<file path="src/hdl/spg_pkg.sv">
`timescale 1ns / 1ps
// ----------------------------------------------------------------------------
// spg_pkg
// Shared types and constants of the Sobol' point generator.
// ----------------------------------------------------------------------------
package spg_pkg;

  localparam int unsigned WORD_W     = 32;
  localparam int unsigned MODE_W     = 2;
  localparam int unsigned DIM_W      = 3;
  localparam int unsigned COL_W      = 5;
  localparam int unsigned NBITS_W    = 6;
  localparam int unsigned NDIMS_W    = 4;
  localparam int unsigned CFG_IDX_W  = 3;
  localparam int unsigned CFG_DATA_W = 32;

  typedef enum logic [MODE_W-1:0] {
    MODE_LOAD_DIR   = 2'd0,
    MODE_LOAD_SHIFT = 2'd1,
    MODE_GEN        = 2'd2
  } mode_e;

  localparam logic [CFG_IDX_W-1:0] CFG_DIMS_IN_USE  = 3'd0;
  localparam logic [CFG_IDX_W-1:0] CFG_BITS_IN_USE  = 3'd1;
  localparam logic [CFG_IDX_W-1:0] CFG_GRAY_ORDER   = 3'd2;
  localparam logic [CFG_IDX_W-1:0] CFG_MSB_FIRST    = 3'd3;
  localparam logic [CFG_IDX_W-1:0] CFG_SHIFT_ENABLE = 3'd4;

  typedef struct packed {
    logic clear;
    logic add;
  } acc_ctrl_t;

endpackage

</file>
<file path="src/hdl/spg_shift_mem.sv">
`timescale 1ns / 1ps
// ----------------------------------------------------------------------------
// spg_shift_mem
// Digital-shift table, one word per dimension, reads zero until written.
// ----------------------------------------------------------------------------
module spg_shift_mem import spg_pkg::*; #(
  parameter int unsigned DEPTH = 8,
  parameter int unsigned AW    = 3
) (
  input  logic              clk_i,
  input  logic              rst_ni,
  input  logic              we_i,
  input  logic [AW-1:0]     waddr_i,
  input  logic [WORD_W-1:0] wdata_i,
  input  logic [AW-1:0]     raddr_i,
  output logic [WORD_W-1:0] rdata_o
);

  logic [WORD_W-1:0] mem [DEPTH];
  logic [DEPTH-1:0]  valid_q;
  logic [DEPTH-1:0]  valid_d;
  logic [WORD_W-1:0] rdata_q;

  always_comb begin
    valid_d = valid_q;
    if (we_i) begin
      valid_d[waddr_i] = 1'b1;
    end
  end

  always_ff @(posedge clk_i or negedge rst_ni) begin
    if (!rst_ni) begin
      valid_q <= '0;
    end else begin
      valid_q <= valid_d;
    end
  end

  always_ff @(posedge clk_i) begin
    if (we_i) begin
      mem[waddr_i] <= wdata_i;
    end
  end

  always_ff @(posedge clk_i) begin
    rdata_q <= valid_q[raddr_i] ? mem[raddr_i] : '0;
  end

  assign rdata_o = rdata_q;

endmodule

</file>
<file path="config.mk">
export PLATFORM = sky130hd
export DESIGN_NAME = spg_shift_mem
export DESIGN_NICKNAME = d
export VERILOG_FILES = /design/src/hdl/spg_pkg.sv /design/src/hdl/spg_shift_mem.sv
export SDC_FILE = /design/constraint.sdc
export NUM_CORES = 1
export LEC_CHECK = 0
export ABC_AREA = 0
export BUFFER_PORTS_ARGS = -buffer_cell sky130_fd_sc_hd__clkbuf_2
export CAP_MARGIN = 20
export CORE_ASPECT_RATIO = 0.9
export CORE_UTILIZATION = 59
export DETAILED_ROUTE_END_ITERATION = 8
export GPL_TIMING_DRIVEN = 0
export PLACE_DENSITY = 0.87
export SYNTH_ARGS = -nofsm -noshare
export SYNTH_HDL_FRONTEND = slang
export SYNTH_SLANG_ARGS = --single-unit
</file>
<file path="constraint.sdc">
create_clock -name clk_i -period 2 [get_ports clk_i]
set_clock_uncertainty 0.05 [all_clocks]
set_input_delay 0.2 -clock clk_i [delete_from_list [all_inputs] [get_ports clk_i]]
set_output_delay 0.2 -clock clk_i [all_outputs]
set_load 0.02 [all_outputs]
</file>
* Word level (Yosys, flattened, before mapping)
Memories as Yosys holds them, arrays and structs flattened. A register that Yosys moved wholly into a read port is not among the register bits.
Index checks and enable logic that the tools add are counted.
** Storage, ports and cells
- Output and inout bits :: 32
- Memory bits (writable) :: 256
- Bits in read-only memories :: 0
- Latch bits :: 0
- Memories :: 1
- Input bits :: 41
- Register bits after elaboration :: 8
** Memory list
- mem :: depth 8, width 32, read ports 1, clocked after memory_dff 1, wr ports 1, line spg_shift_mem.sv:19 : logic [WORD_W-1:0] mem [DEPTH];
** Cells by class
- Eq/ne operators :: 0
- Multipliers :: 0
- Reductions and logical operators :: 2
- Order comparisons :: 3
- Add/subtract/negate cells :: 0
- Bitwise gates (word level) :: 1
- Multiplexer cells :: 6
- Div/mod/pow operators :: 0
- Shift operators :: 0
** Operator list (count)
- 3-bit by 4-bit < comparator with 1-bit output, second input constant :: 2
- 8-bit bitwise OR :: 1
- 1-bit 2-to-1 mux :: 4
- 1-bit binary-select mux with 3-bit select :: 1
- 1-bit demux with 3-bit select :: 1
- 3-bit by 1-bit >= comparator with 1-bit output, second input constant :: 1
- 1-bit logical AND :: 1
- 1-bit logical NOT :: 1

* Logic depth before layout (Yosys ltp)
- Word-level depth :: 5
- Depth in mapped cells :: 5
- Depth with buffers taken out :: 3

* Least setup slack after synthesis
No wires, ideal clock.
- Kind :: input port to flip-flop
- Start :: input port waddr_i[0]
- End :: memory mem[0][0], enable pin
- Buffers on the path :: 0
- Data arrival time :: 2.614 ns
- Required time :: 1.487 ns
- Cell stages on the path :: 2
- Slack :: -1.127 ns
- Cells stage by stage :: nand2b_1 > nor3_1
** RTL lines
- from (decl) :: line spg_shift_mem.sv:13 : input logic [AW-1:0] waddr_i,
- to (decl) :: line spg_shift_mem.sv:19
No word-level cell before the write port.

* Worst setup path after layout
- Start :: register valid_q[2]
- End :: register rdata_q[14], in the netlist rdata_o[14], read port of mem
** On the way
- Longest elaborated chain between the ends :: 3
** Ends and longest elaborated chain
- from (decl) :: line spg_shift_mem.sv:20 : logic [DEPTH-1:0] valid_q;
- from (signal assigned) :: line spg_shift_mem.sv:35 : valid_q <= valid_d;
- 1-bit binary-select mux with 3-bit select :: line spg_shift_mem.sv:46 : rdata_q <= valid_q[raddr_i] ? mem[raddr_i] : '0;
- 1-bit 2-to-1 mux (not written as such) :: line spg_shift_mem.sv:46
- 1-bit logical NOT (no source line)
- to (decl) :: line spg_shift_mem.sv:22 : logic [WORD_W-1:0] rdata_q;
No other way between the ends. The select of a mux whose other input is x is not followed.
A chain may end at the register's enable or synchronous reset.

==> flow_metrics.env <==
export IMPL_status="finished clean"
export IMPL_ctsRootBufferMaster="sky130_fd_sc_hd__clkbuf_16"
export IMPL_yosysWarningCount=0
export IMPL_synth_avg_cell_area_um2=22.9
export IMPL_grt_util_all_layers_pct=24.1
export IMPL_cp_required_ns=2.36
export IMPL_timing_final_crit_period_ns=1.79
export IMPL_worst_hold_slack_ns=0.0118
export IMPL_synth_async_sr_flop_share_pct=2.70
export IMPL_antenna_violations_before_repair=0
export IMPL_max_cap_violations=0
export IMPL_globalRouteOverflowTotal=0
export IMPL_post_synth_num_cell_types=15
export IMPL_cts_tree="done"
export IMPL_final_count_of_hold_timing_violations=0
export IMPL_final_design_area_no_fill_um2=13000
export IMPL_port_buffers=70
export IMPL_die_x_um=144
export IMPL_netlist_top_cells_area="sky130_fd_sc_hd__edfxtp_1, sky130_fd_sc_hd__mux4_2, sky130_fd_sc_hd__dfxtp_1"
export IMPL_largest_net_degree_at_the_start_of_global_routing=27
export IMPL_yosys_area_top_type_share_pct=71.5
export IMPL_drc=0
export IMPL_post_drt_via_cell_ratio=5.75
export IMPL_synth_seq_area_share_pct=79.3
export IMPL_post_cts_resized=0
export IMPL_p_leak_nw=4.51
export IMPL_crit_arrival_ns=2.15
export IMPL_floorplan_io_pins=73
export IMPL_design_core_area_um2=17700
export IMPL_clk_transition_reported_paths_ns=0.07
export IMPL_power_density_nw_per_um2=1040
export IMPL_detailed_place_area_um2=11700
export IMPL_mappedNetlistNets=510
export IMPL_startpoint_type="flop"
export IMPL_final_clock_period_utilization_by_the_worst_path_pct=89.4
export IMPL_post_synth_inst_count=469
export IMPL_hold_path_class="in -> async"
export IMPL_area_growth_syn_to_layout_pct=21.0
export IMPL_synthesis_area_um2=10800
export IMPL_dr_total_vias=5027
export IMPL_grt_pass1_vias=5471
export IMPL_worstPathMaxFanout=10
export IMPL_netlist_top_cell_by_area="sky130_fd_sc_hd__edfxtp_1"
export IMPL_first_pass_grt_wire_length_um=31900
export IMPL_ys_ff_latch=296
export IMPL_tightest_slew_ns=0.739
export IMPL_placement_rows=46
export IMPL_nFillCells=1006
export IMPL_total_clock_buffers_created_by_cts=28
export IMPL_detail_route_first_pass_iterations=4
export IMPL_final_max_slew_viol_count=0
export IMPL_synth_edff_count=256
export IMPL_insertion_delay_ns=0.53
export IMPL_post_cts_setup_buffer_count=0
export IMPL_multi_input_area_um2=2130
export IMPL_nNetsFinal=653
export IMPL_post_route_cells_drive_above_1_share_pct=35.5
export IMPL_antenna_diode_count=0
export IMPL_wirelength_um=21200
export IMPL_routed_wire_per_std_cell_um=24.3
export IMPL_drt_initial_drc_count=398
export IMPL_max_clock_freq_mhz=560
export IMPL_max_vdd_ir_drop_mv=0.765
export IMPL_dominantRegCellSynth="sky130_fd_sc_hd__edfxtp_1"
export IMPL_layout_area_seq_um2=8530
export IMPL_cts_hold_repair_buffers=33
export IMPL_crit_path_end_kind="flop"
export IMPL_design_die_area_um2=18800
export IMPL_routabilityCongestion=0.682
export IMPL_ctsHtreeMaxLevel=1
export IMPL_grt_setup_unrepaired="no"
export IMPL_postRouteAntennaNets=0
export IMPL_final_setup_viol_count=0
export IMPL_clock_sinks=296
export IMPL_die_height_um=130
export IMPL_timing_slew_headroom_pct=50.7
export IMPL_initial_utilization_pct=60.7
export IMPL_place_hpwl_um=12400
export IMPL_criticalPathCategory="reg -> reg"
export IMPL_clock_path_buffers=3
## worst max-delay path, stage by stage, from the launching register on
cell	delay, ns
sky130_fd_sc_hd__dfrtp_1	0.43
sky130_fd_sc_hd__mux4_1	0.60
sky130_fd_sc_hd__mux2i_4	0.30
sky130_fd_sc_hd__buf_6	0.21
sky130_fd_sc_hd__nor2_1	0.08
## synthesized netlist by cell type (2+ instances only)
master                     instances
sky130_fd_sc_hd__buf_6            10
sky130_fd_sc_hd__mux4_2           64
sky130_fd_sc_hd__nand2_1           2
sky130_fd_sc_hd__buf_2             9
sky130_fd_sc_hd__nor3_1            2
sky130_fd_sc_hd__dfxtp_1          32
sky130_fd_sc_hd__mux4_1            2
sky130_fd_sc_hd__dfrtp_1           8
sky130_fd_sc_hd__edfxtp_1        256
sky130_fd_sc_hd__or2_2             8
sky130_fd_sc_hd__nand2b_1          3
sky130_fd_sc_hd__mux2i_1          32
sky130_fd_sc_hd__clkbuf_1          2
sky130_fd_sc_hd__nor2_1           38
## final timing paths
kind / to / cells past startpoint / startpoint / slack, ns
max in group asynchronous: valid_q[0] / 2 / rst_ni / 1.69
min reg2reg: valid_q[0] / 1 / valid_q[0] / 0.42
max: rdata_o[14] / 4 / valid_q[2] / 0.21
min: valid_q[4] / 2 / rst_ni / 0.01
min in group clk_i: mem[1][12] / 2 / waddr_i[2] / 0.09
max reg2reg: rdata_o[14] / 4 / valid_q[2] / 0.21
## stage by stage
| step | power, W | TNS [ns] | utilization (%) | instances | setup WS (ns) |
|---|---|---|---|---|---|
| after global routing | 0.0139 | 0 | 73.5 | 874 | 0.191 |
| final | 0.0136 | 0 | 73.5 | 874 | 0.213 |
| after global placement | 0.00799 | -280.91 | 64.5 | 779 | -1.67 |
| after CTS | 0.0136 | 0 | 73.5 | 874 | 0.207 |
| after floorplan | 0.00770 | -28.25 | - | 469 | -0.243 |
| after detailed placement | 0.00808 | 0 | 66.0 | 789 | 0.183 |
## logic make-up (layout without fill, tap and decap cells)
family / count (synthesis) / count (layout) / synth area share, %
buf+inv: 21 / 186 / 1.54
simple gates: 53 / 53 / 2.13
flops: 296 / 296 / 79.3
mux: 99 / 99 / 17.1
## cell type report
class,instances,area share (%)
sequential,296,65.5
multi-input combinational,152,16.4
timing repair buffer,113,6.92
clock buffer,40,6.43
tap,240,2.31
buffer,21,1.27
clock inverter,12,1.20
## sequential cells by signal, summed over array words and instances (netlist names)
name	count
valid_q	8
rdata_o	32
mem	256
## placed cells by master (no fill, tap or decap), drive strengths merged
master       count
nor2            38
mux2i           33
clkinv           8
nand2            2
dfrtp            8
dfxtp           32
nor3             2
nand2b           3
clkbuf         112
bufinv           4
or2              8
mux4            66
dlygate4sd3     33
edfxtp         256
buf             29
## where the power goes
| group | switching [W] | total [W] | internal (W) | leakage [nW] |
|---|---|---|---|---|
| clock network | 0.00216 | 0.00557 | 0.00341 | 0.493 |
| logic | 0.000533 | 0.000940 | 0.000407 | 1.35 |
| registers | 0.0000790 | 0.00707 | 0.00699 | 2.67 |
| total | 0.00277 | 0.0136 | 0.0108 | 4.51 |
## routing by layer
metal	wire length (um)	track usage (%)
met1	8420	32.0
met2	11200	42.5
met3	1270	4.00
met4	312	5.39
met5	0	0
Power figures use the tool's default switching activity.
