==> src/hdl/spg_pkg.sv <==
`timescale 1ns / 1ps
// ----------------------------------------------------------------------------
// spg_pkg
// Shared types and constants of the Sobol' point generator.
// ----------------------------------------------------------------------------
package spg_pkg;

  localparam int unsigned WORD_W     = 32;
  localparam int unsigned MODE_W     = 2;
  localparam int unsigned DIM_W      = 3;
  localparam int unsigned COL_W      = 5;
  localparam int unsigned NBITS_W    = 6;
  localparam int unsigned NDIMS_W    = 4;
  localparam int unsigned CFG_IDX_W  = 3;
  localparam int unsigned CFG_DATA_W = 32;

  typedef enum logic [MODE_W-1:0] {
    MODE_LOAD_DIR   = 2'd0,
    MODE_LOAD_SHIFT = 2'd1,
    MODE_GEN        = 2'd2
  } mode_e;

  localparam logic [CFG_IDX_W-1:0] CFG_DIMS_IN_USE  = 3'd0;
  localparam logic [CFG_IDX_W-1:0] CFG_BITS_IN_USE  = 3'd1;
  localparam logic [CFG_IDX_W-1:0] CFG_GRAY_ORDER   = 3'd2;
  localparam logic [CFG_IDX_W-1:0] CFG_MSB_FIRST    = 3'd3;
  localparam logic [CFG_IDX_W-1:0] CFG_SHIFT_ENABLE = 3'd4;

  typedef struct packed {
    logic clear;
    logic add;
  } acc_ctrl_t;

endpackage

==> src/hdl/spg_accum.sv <==
`timescale 1ns / 1ps
// ----------------------------------------------------------------------------
// spg_accum
// Shared XOR accumulator with bit-reversal and digital-shift finish.
// ----------------------------------------------------------------------------
module spg_accum import spg_pkg::*; (
  input  logic               clk_i,
  input  acc_ctrl_t          ctrl_i,
  input  logic [WORD_W-1:0]  rd_data_i,
  input  logic [WORD_W-1:0]  shift_word_i,
  input  logic [NBITS_W-1:0] nb_i,
  input  logic               msb_first_i,
  input  logic               shift_en_i,
  output logic [WORD_W-1:0]  coord_o
);

  logic [WORD_W-1:0]  acc_q;
  logic [WORD_W-1:0]  acc_d;
  logic [WORD_W-1:0]  rev;
  logic [WORD_W-1:0]  rev_low;
  logic [NBITS_W-1:0] shamt;

  always_comb begin
    acc_d = acc_q;
    if (ctrl_i.clear) begin
      acc_d = '0;
    end else if (ctrl_i.add) begin
      acc_d = acc_q ^ rd_data_i;
    end
  end

  always_ff @(posedge clk_i) begin
    acc_q <= acc_d;
  end

  always_comb begin
    for (int k = 0; k < WORD_W; k++) begin
      rev[k] = acc_q[WORD_W-1-k];
    end
  end

  // reverse over the low nb bits: full reversal, then drop the spare bits
  assign shamt   = NBITS_W'(WORD_W) - nb_i;
  assign rev_low = rev >> shamt;

  assign coord_o = (msb_first_i ? acc_q : rev_low) ^ (shift_en_i ? shift_word_i : '0);

endmodule

==> config.mk <==
export PLATFORM = sky130hd
export DESIGN_NAME = spg_accum
export DESIGN_NICKNAME = d
export VERILOG_FILES = /design/src/hdl/spg_pkg.sv /design/src/hdl/spg_accum.sv
export SDC_FILE = /design/constraint.sdc
export NUM_CORES = 1
export LEC_CHECK = 0
export BUFFER_PORTS_ARGS = -buffer_cell sky130_fd_sc_hd__clkbuf_2
export CAP_MARGIN = 20
export CORE_ASPECT_RATIO = 2
export CORE_UTILIZATION = 30
export CTS_CLUSTER_SIZE = 30
export DETAILED_ROUTE_END_ITERATION = 12
export PLACE_DENSITY_LB_ADDON = 0.05
export SYNTH_ARGS = -nofsm -noshare
export SYNTH_HDL_FRONTEND = slang
export SYNTH_SLANG_ARGS = --single-unit
export TNS_END_PERCENT = 5
==> constraint.sdc <==
create_clock -name clk_i -period 3.6 [get_ports clk_i]
set_input_delay 0.54 -clock clk_i [delete_from_list [all_inputs] [get_ports clk_i]]
set_output_delay 0.54 -clock clk_i [all_outputs]
set_load 0.005 [all_outputs]
== Yosys cells after proc, flatten, opt, wreduce, memory -nomap -nowiden ==
Cells that the tools add are included.

* Shifts and indexed selects: 1
* Mux-type cells: 2
* Bitwise logic cells: 2
* $add $sub $neg: 1

{| class="wikitable"
|+ Operator list
! cell !! number
|-
| $mux W32 || 2
|-
| $xor A32 B32 Y32 || 2
|-
| $shr A32 B6 Y32 || 1
|-
| $sub A6 B6 Y6 const A || 1
|}

* Output and inout port bits: 32
* Register bits after elaboration: 32
* Logic and storage cells: 7

== Longest topological paths before layout ==
Gate-level depths: netlist of the first run.

* Depth after elaboration: 4
* Gate-level depth with buffers: 13

== Worst setup path before layout of the first run ==
OpenSTA, ideal clock, no wires.

* Kind: input to output
* From: input port nb_i[0]
* To: output port coord_o[10]
* Stages on the path: 11
* Arrival: 3023 ps
* Slack: 37 ps
* Cell sequence: buf_6 > inv_2 > buf_2 > ha_1 > buf_2 > buf_2 > mux4_1 > mux2_2 > mux2_2 > a222oi_1 > xor2_1

* Cells in the longest elaborated chain, start to end: 4

{| class="wikitable"
|+ Ends and longest elaborated chain
! element !! RTL line !! source
|-
| start: declaration || spg_accum.sv:11 || <nowiki>input logic [NBITS_W-1:0] nb_i,</nowiki>
|-
| $sub A6 B6 Y6 || spg_accum.sv:43 || <nowiki>assign shamt = NBITS_W'(WORD_W) - nb_i;</nowiki>
|-
| $shr A32 B6 Y32 || spg_accum.sv:44 || <nowiki>assign rev_low = rev >> shamt;</nowiki>
|-
| $mux W32 || spg_accum.sv:46 || <nowiki>assign coord_o = (msb_first_i ? acc_q : rev_low) ^ (shift_en_i ? shift_word_i : '0);</nowiki>
|-
| $xor A32 B32 Y32 || spg_accum.sv:46 ||
|-
| end: declaration || spg_accum.sv:14 || <nowiki>output logic [WORD_W-1:0] coord_o</nowiki>
|}

No other way between the ends.

== Final worst setup path of the first run ==
* From: input port nb_i[0]
* To: output port coord_o[3]

Same word-level chain as after synthesis.

==> impl_metrics.yaml, run 1 <==
placement:
  dp_hpwl_um: 12180
  globalplace.congestion: 0.9332
  port_buffers: 106
  dp_slack_ps: -103.6
  placed_cell_area_um2: 4532
clocking:
  clock-sinks: 32
  cts_hold_buffers: 0
  path_clk_slew_ps: 50
  insertion_delay_ps: 280
  htreeDepth: 2
  clock_tree.root_cell: "clkbuf_16"
  cts_tree: "done"
  numCtsBuffers: 5
  clk_path_buf_depth: 2
synthesis:
  syn_nets: 529
  yosys_register_bits: 32
  yosys_warnings: 0
  synth-edff-count: 0
  ys_seq_area_frac: 0.1738
  async_flop_share: 0
  syn_area_per_cell_um2: 8.137
  synth_area_um2: 3686
  synth_cell_types: 53
  yosys_most_used_dff: "dfxtp_1"
  netlist_instances: 453
finish:
  regMostFlops: "acc_q"
  reg_top3: "acc_q: 32 flops"
  nNetsFinal: 646
  drive_above_1_share: 0.3503
  antenna_cells: 0
  largest_reg_flops: 32
  design_area_um2: 4748
  areaGrowthSynthToFinish_pct: 28.82
timing:
  fmax_mhz: 285.9
  tightest_slew_ps: 646.9
  slew_viol_final: 0
  fin_setup_tns_ps: 0
  finalClockSkew_ps: 0
  hold_violations: 0
  maxSlewHeadroom: 0.5688
  timing.hold.ws_ps: 557.8
  setup_slack_ps: 102.6
  setup_viol: 0
  rsz0062_at_grt: "true"
  period_share: 0.9715
  fin_crit_ps: 3497
floorplan:
  start_util: 0.3058
  io_pins: 107
  num_rows: 57
  die_x_um: 80.38
  core_region_area_um2: 12050
  fp.dieH_um: 158.8
  die_area_um2: 12760
grt:
  grt_max_degree: 33
  grt_pass1_wl_um: 22530
  antenna_found_initial: 0
  grt_pass1_vias: 3912
  overflow: 0
  grt.total_usage: 0.2401
pwr:
  total_power_mw: 1.603
  p_per_area_nw_per_um2: 337.7
  leakage_nw: 2.093
  vdd_drop_max_mv: 0.3242
drt:
  dr.pass1.iters: 5
  drt_iter0_drc: 212
  wirelength_um: 14700
  wl_per_cell_um: 20.47
  ant_nets: 0
  via_per_inst: 5.390
  dr_total_vias: 3870
  drc: 0
setup_path:
  path_cells: "clkbuf_4 > inv_2 > ha_2 > buf_12 > mux2i_1 > mux2i_2 > mux2_2 > o221ai_1 > o21ai_0 > buf_4 > xnor2_1 > clkbuf_2"
  path_class: "input pin to output port"
  arrival_ps: 2960
  worst_setup_path_start_kind: "input pin"
  crit_slowest_cell: "mux2i_2"
  cp_slowest_stage_delay_ps: 430
  worstPathRequired_ps: 3060
  worstPathMaxFanout: 23
  crit_family: "multiplexers"
  cp.buffers_inverters: 5
  worstSetupEndpointType: "output port"
run:
  max_cap_viol_count: 0
hold_path:
  hp-class: "input pin to flop"
outcome:
  status: "complete, no violations"
[kinds of logic after synthesis]
family | share of synthesized area
flops | 0.1738
buf+inv | 0.05770
compound gates | 0.1422
xor+xnor | 0.1616
fa+ha+maj | 0.003394
simple gates | 0.1915
mux | 0.2699
[Yosys cell counts, types with 2 or more instances]
cell type,number,area [um2]
o221ai_1,6,52.55
nor2_1,44,165.2
nand2_1,101,379.1
o22ai_1,2,12.51
a222oi_1,2,20.02
mux2i_1,39,390.4
xor2_1,52,455.4
buf_6,3,33.78
a2bb2oi_1,2,17.52
mux4_1,2,52.55
o32ai_1,2,17.52
a22oi_1,8,60.06
a21oi_1,8,40.04
buf_2,10,50.05
nor3_1,2,10.01
buf_4,4,30.03
xnor2_1,16,140.1
o211ai_1,5,37.54
nand4_1,3,18.77
and2_1,3,18.77
mux4_2,16,360.4
a32oi_1,7,61.31
mux2_2,17,191.4
nor3b_1,4,30.03
o2111ai_1,2,17.52
o21ai_0,12,60.06
clkbuf_1,18,67.56
dfxtp_1,32,640.6
inv_1,2,7.510
nand3_1,6,30.03
[placed cells by master (no fill, tap or decap), types with 3 or more instances in the layout]
cell,n
buf_4,37
a21oi_1,8
o221ai_1,6
mux2_2,17
a32oi_1,7
and2_1,3
nand4_1,3
nand2_1,101
xor2_1,51
xnor2_1,16
mux4_2,16
a22oi_1,8
mux2i_1,34
o21ai_0,12
nor3b_1,4
nor2_1,44
o211ai_1,5
mux2i_2,3
clkbuf_16,5
dfxtp_1,32
clkbuf_2,105
nand3_1,6
[cell type report]
class                      count  area (um2)
clock buffer                   6       128.9
clock inverter                 2       35.03
multi-input combinational    382        2887
tap                          147       183.9
sequential                    32       640.6
inverter                       3       11.26
timing repair buffer         146       862.1
fill                        1312        7305
[path summary, 6_finish.rpt]
| kind | from | endpoint | slack (ps) | depth (start not counted) |
|---|---|---|---|---|
| worst max-delay path | nb_i[0] | coord_o[3] | 100 | 12 |
| worst min-delay path | rd_data_i[19] | acc_q[19] | 560 | 4 |
| worst max register to register | acc_q[26] | acc_q[26] | 2700 | 2 |
| worst min register to register | acc_q[31] | acc_q[31] | 590 | 2 |
[routing by layer]
layer,share of wire,track usage
met4,0.093,0.2062
met5,0,0
met1,0.33,0.2418
met3,0.035,0.01552
met2,0.54,0.4260
[power by group]
group / internal [mW] / switching, mW
clock: 0.325 / 0.153
sequential: 0.387 / 0.0622
combinational: 0.321 / 0.356
[metrics by stage]
step,std cells,utilization
after detailed placement,710,0.3760
final,718,0.3940
after global routing,718,0.3940
after CTS,718,0.3899
after floorplan,453,-
after global placement,710,0.3760
[timing repair]
item,in CTS,in global routing
pin swaps,0,1
setup buffers,0,0
resized for setup,1,11
gates cloned,0,0
setup endpoints to repair,1,11
[worst min-delay path, delay by kind of cell]
family | cells | cell delay, ps
simple gates | 2 | 130
buf+inv | 1 | 80
xor+xnor | 1 | 60
Note: power is estimated with default switching activity, not from simulation.
==> inputs of run 2 (changes only) <==
--- a/config.mk
+++ b/config.mk
@@ -5,8 +5,9 @@
 export SDC_FILE = /design/constraint.sdc
 export NUM_CORES = 1
 export LEC_CHECK = 0
+export ABC_CLOCK_PERIOD_IN_PS = 3950
 export BUFFER_PORTS_ARGS = -buffer_cell sky130_fd_sc_hd__clkbuf_2
-export CAP_MARGIN = 20
+export CAP_MARGIN = 5
 export CORE_ASPECT_RATIO = 2
 export CORE_UTILIZATION = 30
 export CTS_CLUSTER_SIZE = 30
==> constraint.sdc (replaced) <==
create_clock -name clk_i -period 3.95 [get_ports clk_i]
set_input_delay 0.5925 -clock clk_i [delete_from_list [all_inputs] [get_ports clk_i]]
set_output_delay 0.5925 -clock clk_i [all_outputs]
set_load 0.005 [all_outputs]
==> impl_metrics.yaml, run 2 (synthesized netlist as in run 1, its figures left out) <==
drt:
  drt_iter0_drc: 283
  drc: 0
  ant_nets: 0
  dr_total_vias: 3810
  wirelength_um: 14130
  dr.pass1.iters: 5
  via_per_inst: 5.412
  wl_per_cell_um: 20.08
finish:
  design_area_um2: 4583
  layout_common_cells: "clkbuf_2, nand2_1, xor2_1"
  regMostFlops: "acc_q"
  nNetsFinal: 632
  largest_reg_flops: 32
  reg_top3: "acc_q: 32 flops"
  fin_util: 0.3803
  final_common_cell: "clkbuf_2"
  fin_cells: 704
  drive_above_1_share: 0.3232
  areaGrowthSynthToFinish_pct: 24.34
  antenna_cells: 0
setup_path:
  path_class: "input pin to output port"
  worstPathRequired_ps: 3360
  worst_setup_path_start_kind: "input pin"
  r2r_slack_ps: 3080
  worstSetupEndpointType: "output port"
  r2r.worst_path.cells: 2
  reg2reg_to: "acc_q[3]"
  r2r-start: "acc_q[3]"
  arrival_ps: 3100
  worstPathMaxFanout: 14
placement:
  dp_slack_ps: 121.9
  placed_cell_area_um2: 4414
  globalplace.congestion: 0.9478
  port_buffers: 106
  dp_hpwl_um: 11590
  dp.cells: 696
clocking:
  numCtsBuffers: 5
  clock_tree.root_cell: "clkbuf_16"
  insertion_delay_ps: 270
  ctsResizeCount: 0
  clock-sinks: 32
  path_clk_slew_ps: 50
  cts_hold_buffers: 0
  post-cts-setup-buffers: 0
  htreeDepth: 2
  cts_tree: "done"
  clk_path_buf_depth: 2
floorplan:
  die_x_um: 80.38
  fp.dieH_um: 158.8
  core_region_area_um2: 12050
  num_rows: 57
  io_pins: 107
  die_area_um2: 12760
  start_util: 0.3058
outcome:
  status: "complete, no violations"
timing:
  tightest_slew_ps: 689.9
  setup_slack_ps: 255.2
  slew_viol_final: 0
  rsz0062_at_grt: "false"
  fin_setup_tns_ps: 0
  maxSlewHeadroom: 0.5352
  fin_crit_ps: 3695
  hold_violations: 0
  timing.hold.ws_ps: 579.2
  finalClockSkew_ps: 0
  setup_viol: 0
  fmax_mhz: 270.7
  period_share: 0.9354
grt:
  grt_max_degree: 37
  grt.total_usage: 0.2329
  grt_pass1_wl_um: 21700
  grt_pass1_vias: 3756
  antenna_found_initial: 0
  overflow: 0
hold_path:
  hold_path.startpoint: "acc_q[8]"
  min_path_cells: 2
  hp-class: "flop to flop"
  min_to: "acc_q[8]"
pwr:
  total_power_mw: 1.425
  p_per_area_nw_per_um2: 310.8
  leakage_nw: 2.027
  vdd_drop_max_mv: 0.4176
run:
  max_cap_viol_count: 0
[run 2: how the worst max path moves through the flow]
| stage | start | cells past startpoint | to | slack, ps |
|---|---|---|---|---|
| floorplan | nb_i[0] | 11 | coord_o[10] | 280 |
| global placement | nb_i[0] | 12 | coord_o[15] | 170 |
| detailed placement | nb_i[0] | 12 | coord_o[15] | 120 |
| CTS | nb_i[0] | 12 | coord_o[15] | 110 |
| global route | nb_i[0] | 12 | coord_o[10] | 80 |
| finish | nb_i[0] | 9 | coord_o[10] | 260 |
[run 2: area by class of cell]
type,count,area [um2]
multi-input combinational,382,2845
sequential,32,640.6
fill,1293,7470
clock buffer,6,128.9
clock inverter,2,35.03
inverter,3,11.26
timing repair buffer,132,738.2
tap,147,183.9
[run 2: worst max-delay path: stages]
cell and delay [ps]:
clkbuf_2 120, buf_4 160, or4_1 650, nand2_2 310, mux2_2 390, mux2_2 270
a222oi_1 300, xor2_1 180, clkbuf_2 120
[run 2: routing by layer]
metal | share of wire | GRT usage | vias up
met5 | 0 | 0 | -
met4 | 0.072 | 0.1656 | 0
met3 | 0.036 | 0.02126 | 48
met2 | 0.55 | 0.4183 | 142
met1 | 0.34 | 0.2412 | 1804
li1 | - | - | 1816
[run 2: power breakdown]
group	internal (mW)	total [mW]	leakage [nW]	switching, mW
clock	0.296	0.434	0.0808	0.138
sequential	0.352	0.406	0.264	0.0534
combinational	0.269	0.585	1.68	0.316
total	0.917	1.42	2.03	0.507
